<file path="src/rtl/circle_fan_tessellator_macros.svh">
// ----------------------------------------------------------------------------
// Assertion macros for the circle fan tessellator
// Shared concurrent assertion forms, clocked on clk and reset by rst_n.
// ----------------------------------------------------------------------------
`ifndef CIRCLE_FAN_TESSELLATOR_MACROS_SVH
`define CIRCLE_FAN_TESSELLATOR_MACROS_SVH

// Same-cycle implication
`define CFT_ASSERT_IMPL(label, ante, cons) \
    label: assert property (@(posedge clk) disable iff (!rst_n) (ante) |-> (cons)) \
        else $error("circle fan tessellator: same-cycle check failed");

// Next-cycle implication
`define CFT_ASSERT_NEXT(label, ante, cons) \
    label: assert property (@(posedge clk) disable iff (!rst_n) (ante) |=> (cons)) \
        else $error("circle fan tessellator: next-cycle check failed");

`endif

</file>
<file path="src/rtl/cft_pkg.sv">
// ----------------------------------------------------------------------------
// Circle fan tessellator package
// Constants, request and status types, sequencer states and CORDIC table.
// ----------------------------------------------------------------------------
`default_nettype none

package cft_pkg;

    localparam int MAX_SEGMENTS = 64;
    localparam int CORDIC_ITERS = 16;
    localparam int ATAN_ENTRIES = 24;
    localparam int CORDIC_STEPS = (CORDIC_ITERS < ATAN_ENTRIES) ? CORDIC_ITERS : ATAN_ENTRIES;
    localparam int MIN_SEGMENTS = 3;
    localparam int DIV_STEPS    = 61;
    localparam int QUEUE_DEPTH  = 2;

    localparam logic [32:0]        AXIS_THRESH = 33'd58982;
    localparam logic signed [33:0] CORDIC_GAIN = 34'sd652032874;

    // One classified request, as handed from front to back
    typedef struct packed {
        logic [2:0][31:0] center;
        logic [2:0][31:0] normal;
        logic [2:0][32:0] raw;
        logic [30:0]      radius;
        logic [6:0]       nseg;
        logic [31:0]      color;
        logic             fill;
    } cft_req_t;

    typedef struct packed {
        logic full;
        logic empty;
    } cft_qstat_t;

    typedef enum logic [3:0] {
        ST_IDLE,
        ST_NABS,
        ST_NSHIFT,
        ST_NSQ,
        ST_SQRT,
        ST_DIVSET,
        ST_DIV,
        ST_CROSS,
        ST_PDIV,
        ST_PLACE,
        ST_ANGLE,
        ST_CSET,
        ST_CORDIC,
        ST_DOT,
        ST_EMIT
    } cft_state_t;

    // Arctangent of 2^-k in units of 2^-32 turn
    function automatic logic [31:0] atan_turn(input logic [4:0] k);
        logic [31:0] a;
        case (k)
            5'd0:    a = 32'd536870912;
            5'd1:    a = 32'd316933406;
            5'd2:    a = 32'd167458907;
            5'd3:    a = 32'd85004756;
            5'd4:    a = 32'd42667331;
            5'd5:    a = 32'd21354465;
            5'd6:    a = 32'd10679838;
            5'd7:    a = 32'd5340245;
            5'd8:    a = 32'd2670163;
            5'd9:    a = 32'd1335087;
            5'd10:   a = 32'd667544;
            5'd11:   a = 32'd333772;
            5'd12:   a = 32'd166886;
            5'd13:   a = 32'd83443;
            5'd14:   a = 32'd41721;
            5'd15:   a = 32'd20860;
            5'd16:   a = 32'd10430;
            5'd17:   a = 32'd5215;
            5'd18:   a = 32'd2607;
            5'd19:   a = 32'd1303;
            5'd20:   a = 32'd651;
            5'd21:   a = 32'd325;
            5'd22:   a = 32'd162;
            5'd23:   a = 32'd81;
            default: a = 32'd0;
        endcase
        return a;
    endfunction

endpackage

`default_nettype wire

</file>
<file path="src/rtl/cft_queue.sv">
// ----------------------------------------------------------------------------
// Circle fan tessellator request queue
// Short FIFO of classified requests between front and back.
// ----------------------------------------------------------------------------
`default_nettype none

module cft_queue (
    input  wire logic                clk,
    input  wire logic                rst_n,
    input  wire logic                q_push,
    input  wire cft_pkg::cft_req_t   q_wdata,
    input  wire logic                q_pop,
    output cft_pkg::cft_req_t        q_rdata,
    output cft_pkg::cft_qstat_t      q_stat
);
    import cft_pkg::*;

    localparam int PTR_W = (QUEUE_DEPTH > 1) ? $clog2(QUEUE_DEPTH) : 1;
    localparam int CNT_W = $clog2(QUEUE_DEPTH + 1);

    cft_req_t         mem_reg [QUEUE_DEPTH];
    logic [PTR_W-1:0] wr_ptr_reg, wr_ptr_next;
    logic [PTR_W-1:0] rd_ptr_reg, rd_ptr_next;
    logic [CNT_W-1:0] count_reg, count_next;
    logic             do_push, do_pop;

    assign q_stat.full  = count_reg == CNT_W'(QUEUE_DEPTH);
    assign q_stat.empty = count_reg == '0;
    assign do_push      = q_push && !q_stat.full;
    assign do_pop       = q_pop && !q_stat.empty;
    assign q_rdata      = mem_reg[rd_ptr_reg];

    // Advance pointers and fill level
    always_comb
    begin
        wr_ptr_next = wr_ptr_reg;
        rd_ptr_next = rd_ptr_reg;
        count_next  = count_reg;
        if (do_push)
        begin
            wr_ptr_next = (wr_ptr_reg == PTR_W'(QUEUE_DEPTH - 1)) ? '0 : wr_ptr_reg + 1'b1;
        end
        if (do_pop)
        begin
            rd_ptr_next = (rd_ptr_reg == PTR_W'(QUEUE_DEPTH - 1)) ? '0 : rd_ptr_reg + 1'b1;
        end
        if (do_push && !do_pop)
        begin
            count_next = count_reg + 1'b1;
        end
        else if (do_pop && !do_push)
        begin
            count_next = count_reg - 1'b1;
        end
    end

    always_ff @(posedge clk or negedge rst_n)
    begin
        if (!rst_n)
        begin
            wr_ptr_reg <= '0;
            rd_ptr_reg <= '0;
            count_reg  <= '0;
        end
        else
        begin
            wr_ptr_reg <= wr_ptr_next;
            rd_ptr_reg <= rd_ptr_next;
            count_reg  <= count_next;
        end
    end

    // Store the pushed request
    always_ff @(posedge clk)
    begin
        if (do_push)
        begin
            mem_reg[wr_ptr_reg] <= q_wdata;
        end
    end

endmodule

`default_nettype wire

</file>
<file path="config.mk">
export PLATFORM = sky130hd
export DESIGN_NAME = cft_queue
export DESIGN_NICKNAME = d
export VERILOG_FILES = /design/src/rtl/circle_fan_tessellator_macros.svh /design/src/rtl/cft_pkg.sv /design/src/rtl/cft_queue.sv
export SDC_FILE = /design/constraint.sdc
export NUM_CORES = 1
export LEC_CHECK = 0
export BUFFER_PORTS_ARGS = -buffer_cell sky130_fd_sc_hd__buf_2
export CAP_MARGIN = 5
export CORE_AREA = 2 2 281 283
export DETAILED_ROUTE_END_ITERATION = 6
export DIE_AREA = 0 0 283 285
export MAX_ROUTING_LAYER = met4
export PLACE_DENSITY = 0.59
export SYNTH_ARGS = -nofsm -noshare
export SYNTH_HDL_FRONTEND = slang
export SYNTH_SLANG_ARGS = --single-unit
export TNS_END_PERCENT = 1
</file>
<file path="constraint.sdc">
create_clock -name clk -period 19.7 [get_ports clk]
set_input_delay 0 -clock clk [delete_from_list [all_inputs] [get_ports clk]]
set_output_delay 0 -clock clk [all_outputs]
set_load 0.01 [all_outputs]
</file>
==> results <==
- The async set or reset register ratio after synthesis is less than 1%.
- The die width is 283 um.
- The latest clock arrival within the worst-skew pair is around 630 ps.
- The mean post-synth cell area is between 20 and 25 um^2.
- The count of boundary I/O pins is 730.
- The most common cell in the synthesized netlist is sky130_fd_sc_hd__edfxtp_1.
- By count the netlist is led by sky130_fd_sc_hd__edfxtp_1, sky130_fd_sc_hd__mux2_2, sky130_fd_sc_hd__mux2_4, sky130_fd_sc_hd__buf_2, sky130_fd_sc_hd__buf_6.
- Dividing the detail-routed via count by the number of cells gives about 4.4.
- Adding up every negative setup slack in the final design gives 0 ps.
- The type of the worst setup path is reg2reg.
- OpenSTA, run right after detailed placement, puts the worst setup slack at between 10,000 and 15,000 ps.
- The total die area is 0.0807 mm^2.
- The initial antenna violation count is 8.
- The first TritonRoute pass finished after 4 iterations.
- Cells with a size suffix above 1 make up 51.6% of the layout.
- The number of H-tree branching levels is 3.
- The kind of path behind the tightest hold check is in2reg.
- For this run the aggregate overflow at the end of global routing stands at 0.
- In this run, placement finished with an instance count of between 2,000 and 3,000.
- The logic gate share of total power is ~30%.
- The first-pass GRT wire length is between 90,000 and 100,000 um.
- The number of clock buffers added by TritonCTS is 82.
- The flip-flop and latch count after synthesis is 728.
- The number of placement rows is around 100.
- For this run, the total global-route usage over all layers was measured as roughly 16%.
- The yosys synthesis warning count is 0.
- In this run the register-to-register setup slack is approximately 15,000 ps.
- The part of the total power dissipated in the clock network is between 20 and 30%.
- The largest fanout on the critical path is 67.
- The share of the clock period used by the worst path is about a quarter.
- The flow ran to the end, and the final reports show no timing, DRC or antenna violations.
- For this block, the routed nets add up to 64,600 um of wire.
- The final count of pins violating max slew is 0.
- The data arrival time of the critical path is just under 5000 ps.
- Counting flops with a built-in enable in the synthesized netlist gives around 720.
- The post-route worst setup slack is around 15,000 ps.
- In this run the standard cell core region covers 0.0780 mm^2.
- The vertical die dimension is 285 um.
- The sequential fraction of the synthesis area is 82.3%.
- Clock skew on the completed layout was measured at 34.7 ps.
- The count of endpoints failing setup in the final report is 0.
- The synthesized cell area is roughly 0.027 mm^2.
- The multi-input combinational cell area is between 0.004 and 0.005 mm^2.
- Summed over all nets, the switching power comes to approximately 1.6 mW.
- The most used flip-flop cell after synthesis is sky130_fd_sc_hd__edfxtp_1.
- The clock tree from TritonCTS is yes.
- The detailed-route DRC error count is 0.
- The cell type with the largest total area after synthesis is sky130_fd_sc_hd__edfxtp_1.
- Internal power comes to 3.71 mW.
- The startpoint kind of the worst setup timing path is a flip-flop.
- The hold violation total from the final report is 0.
- Summing all flip-flop and latch instances after layout gives approximately 0.022 mm^2.
- For the worst setup path, the data required time is roughly 20,000 ps.
- The maximum count of clock buffers along a single path is 3.
- The total power draw is between 5 and 6 mW.
- The number of instances in the synthesized netlist is roughly 1,100.
- The worst setup path is captured at a flip-flop.
- The number of inserted filler cells in the final layout is ~6,600.
- The share of synthesized area in the top cell type comes to 82.0%.
- Summed over all nets, the half-perimeter wirelength after detailed placement is around 43,000 um.
- The synthesis-to-finish area growth is 42.1%.
- The synthesized net count is between 1,500 and 2,000.
- The maximum clock frequency is between 0.2 and 0.25 GHz.
- At the end of routability-driven placement, the weighted congestion stood at roughly 0.84.
- The final period demand of the worst path is 4690 ps.
- The relative slew slack is between 15 and 20%.
- Entering global routing, the biggest net connects 158 pins.
- The post-detailed-route count of antenna-violating nets is 0.
- The register with the most flip-flops in the layout has approximately 720 of them.
- Once the floorplan was initialized, standard cells occupied approximately a third of the core.
- The clock root buffer is sky130_fd_sc_hd__clkbuf_16.
- Buffers placed on the I/O ports in this run total approximately 730.
- The vias after detailed routing is between 15,000 and 20,000.
- The via count of the first global-routing pass was 16,622.
- For this design the static power due to leakage is roughly 14 nW.
- The synthesized netlist contains 15 unique library cells.
- Across all hold checks on the routed design, the worst slack comes to between 90 and 100 ps.
- The number of nets in the final layout is 2,663.
- The average routed wire per standard cell is ~19 um.
- The share of total power in sequential cells is 42.0%.
- VDD sags by at most approximately 0.12 mV.
- For this design the ratio of total power to cell area is about 140 mW/mm^2.
- The tool flagged a number of max-cap violations equal to 0.
- The starting DRC count in detailed routing is 802.
- The share of total power consumed by net switching is 29.6%.
- After synthesis, the cell types taking the most area are sky130_fd_sc_hd__edfxtp_1, sky130_fd_sc_hd__mux2_2, sky130_fd_sc_hd__mux2_4.
- Setup repair after global routing left no endpoint under its margin.
- The actual slew at the worst max-slew pin is between 1000 and 1500 ps.
- The clock transition time at the flip-flop clock pins of the worst setup and hold paths is 60 ps.
- Once the clock tree was built, the resizer swapped 0 gates to a different size.
- The clock drives 728 sinks.
- The number of standard cells in the layout, taps in and fillers out is between 3,000 and 4,000.
## power by group through the flow
stage / combinational [mW] / clock [mW] / sequential [mW]
finish: 1.56 / 1.49 / 2.21
global route: 1.67 / 1.59 / 2.25
CTS: 1.59 / 1.53 / 2.22
detailed placement: 1.52 / 0 / 2.25
global placement: 1.52 / 0 / 2.23
floorplan: 0.955 / 0 / 2.40
## timing repair
item	CTS	global route
setup buffers	0	0
hold endpoints to repair	732	0
hold buffers	366	0
## cells in the final DEF, fill, tap and decap left out, types with 2 or more instances in the layout
cell                              n
sky130_fd_sc_hd__edfxtp_1       724
sky130_fd_sc_hd__mux2_4          70
sky130_fd_sc_hd__dlygate4sd3_1  366
sky130_fd_sc_hd__clkinv_16        2
sky130_fd_sc_hd__nor2_1           2
sky130_fd_sc_hd__buf_12           2
sky130_fd_sc_hd__buf_4           10
sky130_fd_sc_hd__clkinv_4         2
sky130_fd_sc_hd__clkinvlp_4       2
sky130_fd_sc_hd__inv_1            2
sky130_fd_sc_hd__xor2_1           2
sky130_fd_sc_hd__clkbuf_1        14
sky130_fd_sc_hd__clkinv_2         7
sky130_fd_sc_hd__inv_16           2
sky130_fd_sc_hd__xnor2_1          3
sky130_fd_sc_hd__bufinv_16        7
sky130_fd_sc_hd__clkbuf_16       84
sky130_fd_sc_hd__mux2_2         292
sky130_fd_sc_hd__clkinv_1        21
sky130_fd_sc_hd__diode_2          8
sky130_fd_sc_hd__buf_2          729
sky130_fd_sc_hd__inv_6            3
sky130_fd_sc_hd__dfrtp_1          3
## stage by stage
stage / util, % / area, um^2
finish: 48.4 / 37700
global route: 48.4 / 37700
CTS: 48.3 / 37700
detailed placement: 40.2 / 31400
global placement: 40.2 / 31400
floorplan: - / 26500
## area by class of cell
class | count | area share (%)
Multi-Input combinational cell | 375 | 11.8
Tap cell | 1050 | 3.48
Timing Repair Buffer | 1107 | 19.7
Clock inverter | 47 | 1.31
Sequential cell | 728 | 57.9
Antenna cell | 8 | 0.0531
Clock buffer | 98 | 5.71
Inverter | 2 | 0.0199
## worst paths after layout
check | startpoint | endpoint | cells after the start
worst max-delay path | count_reg[0] | mem_reg[0][201] | 6
worst min-delay path | q_wdata[44] | mem_reg[0][44] | 2
worst max register to register | count_reg[0] | mem_reg[0][201] | 6
worst min register to register | count_reg[1] | count_reg[1] | 1
max in group asynchronous | rst_n | rd_ptr_reg | 3
min in group asynchronous | rst_n | count_reg[1] | 3
## routing by layer
layer | track usage, % | share of wire (%)
met5 | - | 0
met4 | 6.37 | 3.3
met3 | 5.04 | 7.8
met2 | 27.5 | 52
met1 | 17.3 | 37
## cells by family (layout without fill, tap and decap cells)
logic type                 count (synthesis)  in the layout  synth area share (%)
AOI/OAI and AO/OA                          1              1                0.0188
xor gates and xnor gates                   5              5                 0.165
adders and majority gates                  1              1                0.0472
buffers and inverters                     42           1254                 0.972
DFF                                      728            728                  82.3
muxes                                    362            362                  16.4
other                                      0              8                     0
and+or+nand+nor                            6              6                 0.104
## worst max-delay path, cell delays in order (launching register included)
cell,delay [ps]
sky130_fd_sc_hd__dfrtp_1,420
sky130_fd_sc_hd__nand2b_1,180
sky130_fd_sc_hd__nand2_1,150
sky130_fd_sc_hd__nor2_4,920
sky130_fd_sc_hd__buf_4,770
sky130_fd_sc_hd__buf_4,860
sky130_fd_sc_hd__buf_4,800
Power figures use the tool's default switching activity.
