==> src/rtl/circle_fan_tessellator_macros.svh <==
// ----------------------------------------------------------------------------
// Assertion macros for the circle fan tessellator
// Shared concurrent assertion forms, clocked on clk and reset by rst_n.
// ----------------------------------------------------------------------------
`ifndef CIRCLE_FAN_TESSELLATOR_MACROS_SVH
`define CIRCLE_FAN_TESSELLATOR_MACROS_SVH

// Same-cycle implication
`define CFT_ASSERT_IMPL(label, ante, cons) \
    label: assert property (@(posedge clk) disable iff (!rst_n) (ante) |-> (cons)) \
        else $error("circle fan tessellator: same-cycle check failed");

// Next-cycle implication
`define CFT_ASSERT_NEXT(label, ante, cons) \
    label: assert property (@(posedge clk) disable iff (!rst_n) (ante) |=> (cons)) \
        else $error("circle fan tessellator: next-cycle check failed");

`endif

==> src/rtl/cft_pkg.sv <==
// ----------------------------------------------------------------------------
// Circle fan tessellator package
// Constants, request and status types, sequencer states and CORDIC table.
// ----------------------------------------------------------------------------
`default_nettype none

package cft_pkg;

    localparam int MAX_SEGMENTS = 64;
    localparam int CORDIC_ITERS = 16;
    localparam int ATAN_ENTRIES = 24;
    localparam int CORDIC_STEPS = (CORDIC_ITERS < ATAN_ENTRIES) ? CORDIC_ITERS : ATAN_ENTRIES;
    localparam int MIN_SEGMENTS = 3;
    localparam int DIV_STEPS    = 61;
    localparam int QUEUE_DEPTH  = 2;

    localparam logic [32:0]        AXIS_THRESH = 33'd58982;
    localparam logic signed [33:0] CORDIC_GAIN = 34'sd652032874;

    // One classified request, as handed from front to back
    typedef struct packed {
        logic [2:0][31:0] center;
        logic [2:0][31:0] normal;
        logic [2:0][32:0] raw;
        logic [30:0]      radius;
        logic [6:0]       nseg;
        logic [31:0]      color;
        logic             fill;
    } cft_req_t;

    typedef struct packed {
        logic full;
        logic empty;
    } cft_qstat_t;

    typedef enum logic [3:0] {
        ST_IDLE,
        ST_NABS,
        ST_NSHIFT,
        ST_NSQ,
        ST_SQRT,
        ST_DIVSET,
        ST_DIV,
        ST_CROSS,
        ST_PDIV,
        ST_PLACE,
        ST_ANGLE,
        ST_CSET,
        ST_CORDIC,
        ST_DOT,
        ST_EMIT
    } cft_state_t;

    // Arctangent of 2^-k in units of 2^-32 turn
    function automatic logic [31:0] atan_turn(input logic [4:0] k);
        logic [31:0] a;
        case (k)
            5'd0:    a = 32'd536870912;
            5'd1:    a = 32'd316933406;
            5'd2:    a = 32'd167458907;
            5'd3:    a = 32'd85004756;
            5'd4:    a = 32'd42667331;
            5'd5:    a = 32'd21354465;
            5'd6:    a = 32'd10679838;
            5'd7:    a = 32'd5340245;
            5'd8:    a = 32'd2670163;
            5'd9:    a = 32'd1335087;
            5'd10:   a = 32'd667544;
            5'd11:   a = 32'd333772;
            5'd12:   a = 32'd166886;
            5'd13:   a = 32'd83443;
            5'd14:   a = 32'd41721;
            5'd15:   a = 32'd20860;
            5'd16:   a = 32'd10430;
            5'd17:   a = 32'd5215;
            5'd18:   a = 32'd2607;
            5'd19:   a = 32'd1303;
            5'd20:   a = 32'd651;
            5'd21:   a = 32'd325;
            5'd22:   a = 32'd162;
            5'd23:   a = 32'd81;
            default: a = 32'd0;
        endcase
        return a;
    endfunction

endpackage

`default_nettype wire

==> src/rtl/cft_front.sv <==
// ----------------------------------------------------------------------------
// Circle fan tessellator front end
// Accept requests, drop short ones, clamp the count and pick the helper axis.
// ----------------------------------------------------------------------------
`default_nettype none

module cft_front (
    input  wire logic               clk,
    input  wire logic               rst_n,
    input  wire logic               push,
    output logic                    full,
    input  wire logic signed [31:0] center_x,
    input  wire logic signed [31:0] center_y,
    input  wire logic signed [31:0] center_z,
    input  wire logic signed [31:0] normal_x,
    input  wire logic signed [31:0] normal_y,
    input  wire logic signed [31:0] normal_z,
    input  wire logic [30:0]        radius,
    input  wire logic [6:0]         segments,
    input  wire logic [31:0]        color,
    input  wire logic               fill,
    output logic                    q_push,
    output cft_pkg::cft_req_t       q_data,
    input  wire cft_pkg::cft_qstat_t q_stat
);
    import cft_pkg::*;

    logic     stage_valid_reg, stage_valid_next;
    cft_req_t stage_reg, stage_next;
    logic     accept;
    logic     keep;
    logic [32:0] ny_ext, ny_abs, nx_ext, nz_ext;

    assign full   = stage_valid_reg && q_stat.full;
    assign accept = push && !full;
    assign q_push = stage_valid_reg && !q_stat.full;
    assign q_data = stage_reg;
    assign keep   = segments >= 7'(MIN_SEGMENTS);

    // Classify the incoming request
    always_comb
    begin
        nx_ext = {normal_x[31], normal_x};
        ny_ext = {normal_y[31], normal_y};
        nz_ext = {normal_z[31], normal_z};
        ny_abs = normal_y[31] ? (33'd0 - ny_ext) : ny_ext;

        stage_next.center = {center_z, center_y, center_x};
        stage_next.normal = {normal_z, normal_y, normal_x};
        if (ny_abs > AXIS_THRESH)
        begin
            stage_next.raw = {33'd0 - ny_ext, nz_ext, 33'd0};
        end
        else
        begin
            stage_next.raw = {nx_ext, 33'd0, 33'd0 - nz_ext};
        end
        stage_next.radius = radius;
        stage_next.nseg   = (segments > 7'(MAX_SEGMENTS)) ? 7'(MAX_SEGMENTS) : segments;
        stage_next.color  = color;
        stage_next.fill   = fill;

        stage_valid_next = stage_valid_reg;
        if (q_push)
        begin
            stage_valid_next = 1'b0;
        end
        if (accept && keep)
        begin
            stage_valid_next = 1'b1;
        end
    end

    // Hold the classified request until the queue takes it
    always_ff @(posedge clk or negedge rst_n)
    begin
        if (!rst_n)
        begin
            stage_valid_reg <= 1'b0;
        end
        else
        begin
            stage_valid_reg <= stage_valid_next;
        end
    end

    always_ff @(posedge clk)
    begin
        if (accept && keep)
        begin
            stage_reg <= stage_next;
        end
    end

endmodule

`default_nettype wire

==> config.mk <==
export PLATFORM = sky130hd
export DESIGN_NAME = cft_front
export DESIGN_NICKNAME = d
export VERILOG_FILES = /design/src/rtl/circle_fan_tessellator_macros.svh /design/src/rtl/cft_pkg.sv /design/src/rtl/cft_front.sv
export SDC_FILE = /design/constraint.sdc
export NUM_CORES = 1
export LEC_CHECK = 0
export BUFFER_PORTS_ARGS = -buffer_cell sky130_fd_sc_hd__buf_4
export CAP_MARGIN = 40
export CORE_AREA = 2 2 244 246
export DETAILED_ROUTE_END_ITERATION = 8
export DIE_AREA = 0 0 246 248
export GPL_TIMING_DRIVEN = 0
export PLACE_DENSITY = 0.46
export SLEW_MARGIN = 5
export SYNTH_ARGS = -nofsm -noshare
export SYNTH_HDL_FRONTEND = slang
export SYNTH_SLANG_ARGS = --single-unit
==> constraint.sdc <==
create_clock -name clk -period 42 [get_ports clk]
set_clock_uncertainty 0.1 [all_clocks]
set_input_delay 2.1 -clock clk [delete_from_list [all_inputs] [get_ports clk]]
set_output_delay 2.1 -clock clk [all_outputs]
set_load 0.03 [all_outputs]
==> results.md, run 1 <==
- Required time of the critical path: 42.32 ns
- Min-delay worst type: reg -> reg
- Slowest library cell on the worst path: nor3b_2
- Number of failing hold endpoints at the final stage: 0
- Most used DFF post-synth: edfxtp_1
- Root cell of the clock tree: clkbuf_16
- Reported leakage power: 8.31 nW
- Flip-flop count of the largest register after layout: roughly 360
- Compound-cell area share of the yosys netlist: 0.0240
- Mux share of post-synthesis cell area: 0.0366
- Library cells used by synthesis: 57
- Max transition margin: 0.472
- XOR/XNOR share of the synthesized area: 0.0336
- Most area-consuming cells after synthesis: edfxtp_1 (78%), mux2_4 (3.0%), xnor2_1 (2.0%), nor2b_1 (1.7%), xor2_1 (1.4%)
- Measured slew at the worst slew-check pin: 0.784 ns
- Portion of total power attributed to combinational logic: 0.143
- Length of the first detailed-routing pass in iterations: 4
- Die Footprint: between 60000 and 70000 sq um
- Area of all sequential standard cells: 10900 sq um
- Proportion of layout cells with a drive suffix above 1: 0.505
- Peak ir drop on the vdd network: ~35 uV
- Peak fanout along the critical path: 10
- Ys Warns: 0
- Area of the mapped netlist: 13800 sq um
- Kind of launch point of the worst setup path: input port
- First-pass GRT wire length: 65.3 mm
- Net switching fraction of the power: 0.255
- Site row count: between 80 and 90
- Routed length per placed instance: between 20 and 25 microns
- Final Power: around 0.9 mW
- Pin count of the biggest net entering global routing: 33
- Worst Setup End Kind: flip-flop
- Drt first-iter violations: slightly above 500
- Int Pwr: 0.674 mW
- Number of max-slew violations in the final report: 0
- Number of enable-type register cells in the synthesized netlist: ~360
- H-tree depth: 2
- Final total negative setup slack: 0 ns
- Adder and majority gate portion of the synthesized area: 0.00362
- CP Class: in -> reg
- Unrepaired setup endpoints after global routing: no
- Routed Wire Length: about 48 mm
- Share of power burned in registers: 0.473
- Starting utilization of the core area: 0.236
- Fillers: 5719
- CTS tree: yes
- Maximum number of buffers from clock root to sink: 3
- # setup viols final: 0
- Number of max-capacitance violations reported: 0
- Number of global-route vias before repair: 9242
- Total DRC errors in the routed layout: 0
- Top cell type's share of synthesized area: 0.784
- Highest clock frequency the design can meet: about 180 MHz
- Stages on worst setup path: 14
- Post-detailed-route count of antenna-violating nets: 0
- Sink Count: 362
- Crit path cell chain: buf_4, inv_1, ha_1, nor3b_2, and4_1, clkbuf_1, nand3_1, mux2_2, o21ai_0, nand4_2, nor4_4, buf_6, clkbuf_1, and3_1
- Gate Count Post-Synth: 775
- Clock-pin slew on the worst setup and hold paths: 0.06 ns
- Mapped Avg Cell Area: 17.8 sq um
- Post-cts hold buffer count: 0
- Die Ht: 248 microns
- Async set or reset register ratio after synthesis: 0.00276
- Count of cells resized by post-cts repair: 0
- Number of buffers and inverters on the critical path: 5
- Post-detailed-route via-to-cell ratio: a little over 4
- Critical Path Most Common Cell: clkbuf_1
- Gate family responsible for the most delay along the worst path: simple AND/OR/NAND/NOR gates
- Clock latency on the worst-skew pair: 0.55 ns
- Worst hold stages: 2
- Switching power of the nets: between 0.2 and 0.25 mW
- Syn nets: 1047
- Post-CTS repair timing setup buffer count: 0
- Yosys top cell by area: edfxtp_1
- Cell depth of the worst flop-to-flop path: 9
- Buffers added on ports: 630
- Overflow left after global routing: 0
- Global placement routability congestion: 0.797
- Die span in x: 246 microns
- Detail Placement HPWL: between 30 and 40 mm
- Overall fraction of global-route tracks in use: 0.147
- Share of the clock period used by the worst path: 0.132
- Worst stage delay on the critical path: ~0.52 ns
- Min cycle time layout: 5.54 ns
- Arrival time of data at the critical path endpoint: 5.86 ns
- Share of the yosys chip area belonging to registers: 0.786
- Share of total power in the clock network: 0.384
- Synthesis-to-layout area growth: 53.3%
- Core region area: 58500 sq um
- Area of the multi-input gates: 2740 sq um
- Number of vias after detailed routing: roughly 9400
- Power per cell area: 42.7 nW/um^2
- Count of state elements after synthesis: 362
- Antenna violations before repair: 2
- Result of the run: finished, final reports clean
- Inserted Clock Buffers: 43
- Number of nets in the finished design: 1739
- Dominant combinational cell family by area after synthesis: simple AND/OR/NAND/NOR gates
- Top-level I/O count: 632
- Post-synthesis share of cell area spent on and, or, nand and nor gates: 0.0999
## tightest hold or removal path, stage by stage (launching register included)
cell and delay [ns]:
dfrtp_1 0.33, and2_1 0.22, nand2b_1 0.13
## through the flow
| stage | hold WS (ns) | setup WS, ns | util | std cells | area (sq um) |
|---|---|---|---|---|---|
| floorplan | 0.710 | 23.45 | - | 775 | 13800 |
| global placement | 0.520 | 16.41 | 0.334 | 2178 | 19500 |
| detailed placement | 0.600 | 35.91 | 0.340 | 2194 | 19900 |
| CTS | 0.612 | 36.53 | 0.362 | 2269 | 21200 |
| global route | 0.661 | 36.25 | 0.362 | 2270 | 21200 |
| finish | 0.613 | 36.46 | 0.362 | 2272 | 21200 |
## cells in the mapped netlist (all sizes together) (3+ instances only)
cell type / instances
edfxtp: 361
nor2b: 38
mux2: 32
nor2: 32
xnor2: 31
and2: 26
nor3: 25
nand2: 24
xor2: 22
clkbuf: 21
nor4: 19
buf: 13
o21ai: 12
inv: 10
nand3: 10
nand4: 9
or3: 9
or4: 9
and3: 8
a21oi: 5
nand4b: 5
ha: 4
mux2i: 4
a21o: 3
a32oi: 3
and4: 3
nand3b: 3
o31ai: 3
o41ai: 3
## layout make-up
type,instances,area share
Antenna cell,2,0.000236
Tap cell,773,0.0457
Sequential cell,362,0.513
Timing Repair Buffer,647,0.241
Clock inverter,20,0.00762
Buffer,34,0.00880
Inverter,10,0.00177
Multi-Input combinational cell,369,0.129
Clock buffer,55,0.0529
## per-layer routing
layer | track usage | part of all wire
met3 | 0.0534 | 0.092
met2 | 0.251 | 0.51
met4 | 0.0414 | 0.018
met1 | 0.174 | 0.38
met5 | 0 | 0
## kinds of logic (layout without fill, tap and decap cells)
group,count (synthesis),count (layout)
XOR/XNOR,53,53
other,0,2
buffers and inverters,44,766
adder cells (fa/ha/maj),4,4
flip-flops,362,362
multiplexers,36,36
AND/OR/NAND/NOR,229,229
AO/OA/AOI/OAI,47,47
## power groups by stage
stage	sequential (mW)	combinational, mW	clock [mW]
global route	0.429	0.136	0.375
finish	0.427	0.129	0.348
detailed placement	0.435	0.131	0
floorplan	0.487	0.0198	0
CTS	0.428	0.131	0.362
global placement	0.453	0.125	0
## path summary, 6_finish.rpt
kind / slack [ns] / endpoint / start
max in group asynchronous: 40.51 / stage_valid_reg$_DFFE_PN0P_ / rst_n
min in group asynchronous: 1.21 / stage_valid_reg$_DFFE_PN0P_ / rst_n
worst max-delay path: 36.46 / q_data[82]$_SDFFCE_PN0P_ / normal_y[0]
worst max register to register: 38.95 / q_data[261]$_DFFE_PP_ / stage_valid_reg$_DFFE_PN0P_
worst min register to register: 0.61 / stage_valid_reg$_DFFE_PN0P_ / stage_valid_reg$_DFFE_PN0P_
worst min-delay path: 0.61 / stage_valid_reg$_DFFE_PN0P_ / stage_valid_reg$_DFFE_PN0P_
## placed cells by master, fill, tap and decap left out, types with 9 or more instances in the layout
cell / instances
and2_1: 26
buf_4: 632
clkbuf_1: 33
clkbuf_16: 43
clkinv_1: 9
edfxtp_1: 361
inv_1: 10
mux2_4: 28
nand2_1: 24
nand3_1: 10
nor2_1: 31
nor2b_1: 38
nor3_1: 24
nor4_1: 15
o21ai_0: 12
or3_1: 9
or4_1: 9
xnor2_1: 31
xor2_1: 22
Power figures use the tool's default switching activity.
==> run 2: changes to the inputs <==
clock period = 5.35 ns   (was 42 ns; I/O delays follow)
==> run 2 against run 1 <==
  * Cell count grew 12%
  * Combinational power rose to 9.2 times the previous value
  * Count of clock-buffer cells in the layout decreased by 3
==> results.md, run 2 (synthesized netlist as in run 1, its figures left out) <==
- Worst hold stages: 3 (+1)
- Gate family responsible for the most delay along the worst path: buffers and inverters
- Root cell of the clock tree: clkbuf_16
- Routed Wire Length: 51.1 mm (+6.7%)
- CP Class: in -> reg
- Die Ht: 248 microns (unchanged)
- Share of total power in the clock network: 0.408 (+0.024)
- Core region area: 58500 sq um (unchanged)
- Setup slack of the most critical reg-to-reg path: 2.93 ns (-36.02 ns)
- Global placement routability congestion: 0.834 (+4.7%)
- Proportion of layout cells with a drive suffix above 1: 0.431 (-0.0742)
- Placement-stage worst setup slack: 1.09 ns (-34.82 ns)
- Sink Count: 362 (unchanged)
- Inserted Clock Buffers: 43 (unchanged)
- Setup ws final: 1.06 ns (-35.40 ns)
- Top-level I/O count: 632 (unchanged)
- Number of placed instances, taps included: 2194 (unchanged)
- Overflow left after global routing: 0 (unchanged)
- Arrival time of data at the critical path endpoint: 4.61 ns (-1.25 ns)
- Clock-pin slew on the worst setup and hold paths: 0.06 ns (about the same)
- Routed length per placed instance: 20.1 microns (-4.7%)
- Total cell area at the placement stage: 19900 sq um (-0.14%)
- Synthesis-to-layout area growth: 74.3%
- Stages on worst setup path: 14 (unchanged)
- Unrepaired setup endpoints after global routing: no
- Measured slew at the worst slew-check pin: 0.752 ns (-0.0321 ns)
- Share of power burned in registers: 0.437 (-0.036)
- Maximum number of buffers from clock root to sink: 3 (unchanged)
- Peak ir drop on the vdd network: 301 uV (+760%)
- Net switching fraction of the power: 0.245 (-0.0101)
- Final Power: 7.69 mW (+750%)
- Total DRC errors in the routed layout: 0 (unchanged)
- Result of the run: finished, final reports clean
- Number of max-capacitance violations reported: 0 (unchanged)
- Detail Placement HPWL: 38.9 mm (+2.6%)
- Antenna violations before repair: 0 (-2)
- Overall fraction of global-route tracks in use: 0.158 (+0.0112)
- Starting utilization of the core area: 0.236 (unchanged)
- Inserted Diodes: 0 (-2)
- Min cycle time layout: 4.29 ns
- First-pass GRT wire length: 71.3 mm (+9.1%)
- Clock latency on the worst-skew pair: 0.55 ns (about the same)
- Fin area: 24100 sq um (+14%)
- Power per cell area: 319 nW/um^2 (+650%)
- Share of the clock period used by the worst path: 0.802
- Worst stage delay on the critical path: 0.53 ns (about the same)
- Crit path cell chain: dlygate4sd3_1, buf_4, clkbuf_1, inv_1, clkbuf_1, and3_1, ha_1, a2111o_1, a211oi_1, nand4_2, nor4_4, buf_6, clkbuf_1, and3_1
- Smallest hold slack: 0.148 ns (-0.465 ns)
- Post-detailed-route via-to-cell ratio: 4.14 (-0.28%)
- Slowest library cell on the worst path: dlygate4sd3_1
- Final instance count without filler cells: 2544 (+12%)
- Site row count: 89 (unchanged)
- Number of max-slew violations in the final report: 0 (unchanged)
- Count of cells resized by post-cts repair: 0 (unchanged)
- Highest-count cells in the layout ignoring fill and taps: buf_4 (632), edfxtp_1 (361), dlygate4sd3_1 (272)
- Kind of launch point of the worst setup path: input port
- Cell depth of the worst flop-to-flop path: 7 (-2)
- Number of failing hold endpoints at the final stage: 0 (unchanged)
- Number of nets in the finished design: 2010 (+16%)
- Peak fanout along the critical path: 10 (unchanged)
- Die span in x: 246 microns (unchanged)
- Switching power of the nets: 1.88 mW (+720%)
- Most common cell after layout, fill and taps aside: buf_4
- Portion of total power attributed to combinational logic: 0.155 (+0.012)
- Number of buffers and inverters on the critical path: 7 (+2)
- CTS tree: yes
- # setup viols final: 0 (unchanged)
- Required time of the critical path: 5.67 ns (-36.65 ns)
- Post-detailed-route count of antenna-violating nets: 0 (unchanged)
- Length of the first detailed-routing pass in iterations: 5 (+1)
- Pin count of the biggest net entering global routing: 35 (+6.1%)
- Number of global-route vias before repair: 10900 (+18%)
- Min-delay worst type: in -> reg
- H-tree depth: 2 (unchanged)
- Worst Setup End Kind: flip-flop
- Die Footprint: 61000 sq um (unchanged)
- Int Pwr: 5.81 mW (+760%)
- Buffers added on ports: 630 (unchanged)
- Highest clock frequency the design can meet: 233 MHz
- Max transition margin: 0.494 (+0.0216)
- Flip-flop count of the largest register after layout: 361 (unchanged)
- Number of vias after detailed routing: 10500 (+12%)
- Drt first-iter violations: 424 (-17%)
- Critical Path Most Common Cell: clkbuf_1
- Reported leakage power: 9.54 nW (+15%)
-- run 2: changes by cell type in the layout (fill, tap and decap cells not counted), sizes merged, moves of 2 or more --
cell         delta
diode           -2
bufinv          +7
clkbuf          -3
dlygate4sd3   +272
inv             -2
-- run 2: final cells by class --
cell class | instances | area [sq um]
Sequential cell | 362 | 10900
Buffer | 34 | 186
Clock inverter | 26 | 357
Tap cell | 773 | 967
Clock buffer | 52 | 1150
Fill cell | 5451 | 34400
Multi-Input combinational cell | 369 | 2750
Inverter | 10 | 37.5
Timing Repair Buffer | 918 | 7780
-- run 2: worst paths after layout --
kind | endpoint | start
max | q_data[80]$_SDFFCE_PN0P_ | normal_y[31]
min | q_data[199]$_DFFE_PP_ | q_stat[1]
max reg2reg | q_data[78]$_SDFFCE_PN0P_ | stage_valid_reg$_DFFE_PN0P_
min reg2reg | q_data[199]$_DFFE_PP_ | stage_valid_reg$_DFFE_PN0P_
max in group asynchronous | stage_valid_reg$_DFFE_PN0P_ | rst_n
min in group asynchronous | stage_valid_reg$_DFFE_PN0P_ | rst_n
-- run 2: routing by layer --
layer,GRT usage,wire (microns),vias up
met4,0.0483,1410,0
met3,0.0449,3820,67
li1,-,-,4925
met1,0.191,20100,5117
met2,0.273,25800,426
met5,0,0,-
-- run 2: stage by stage --
stage                      TNS, ns   util
final                            0  0.412
after global routing             0  0.412
after CTS                        0  0.412
after detailed placement         0  0.340
after global placement    -1322.83  0.334
after floorplan            -375.78      -
-- run 2: what timing repair did --
item | 4_1_cts | 5_1_grt
setup endpoints to repair | 0 | 0
endpoints found under the hold margin | 331 | 0
setup buffers | 0 | 0
hold buffers | 272 | 0
-- run 2: power groups by stage --
stage               sequential, mW  clock, mW  combinational [mW]
floorplan                     3.76          0               0.157
global placement              3.46          0               0.985
detailed placement            3.41          0                1.03
CTS                           3.36       3.23                1.20
global route                  3.37       3.33                1.25
finish                        3.36       3.14                1.19
-- run 2: worst register-to-register path, stage by stage, from the launching register on --
cell,delay [ns]
dfrtp_1,0.37
and2_4,0.16
nor2_4,0.40
buf_12,0.27
buf_12,0.23
buf_16,0.20
buf_16,0.20
buf_16,0.19
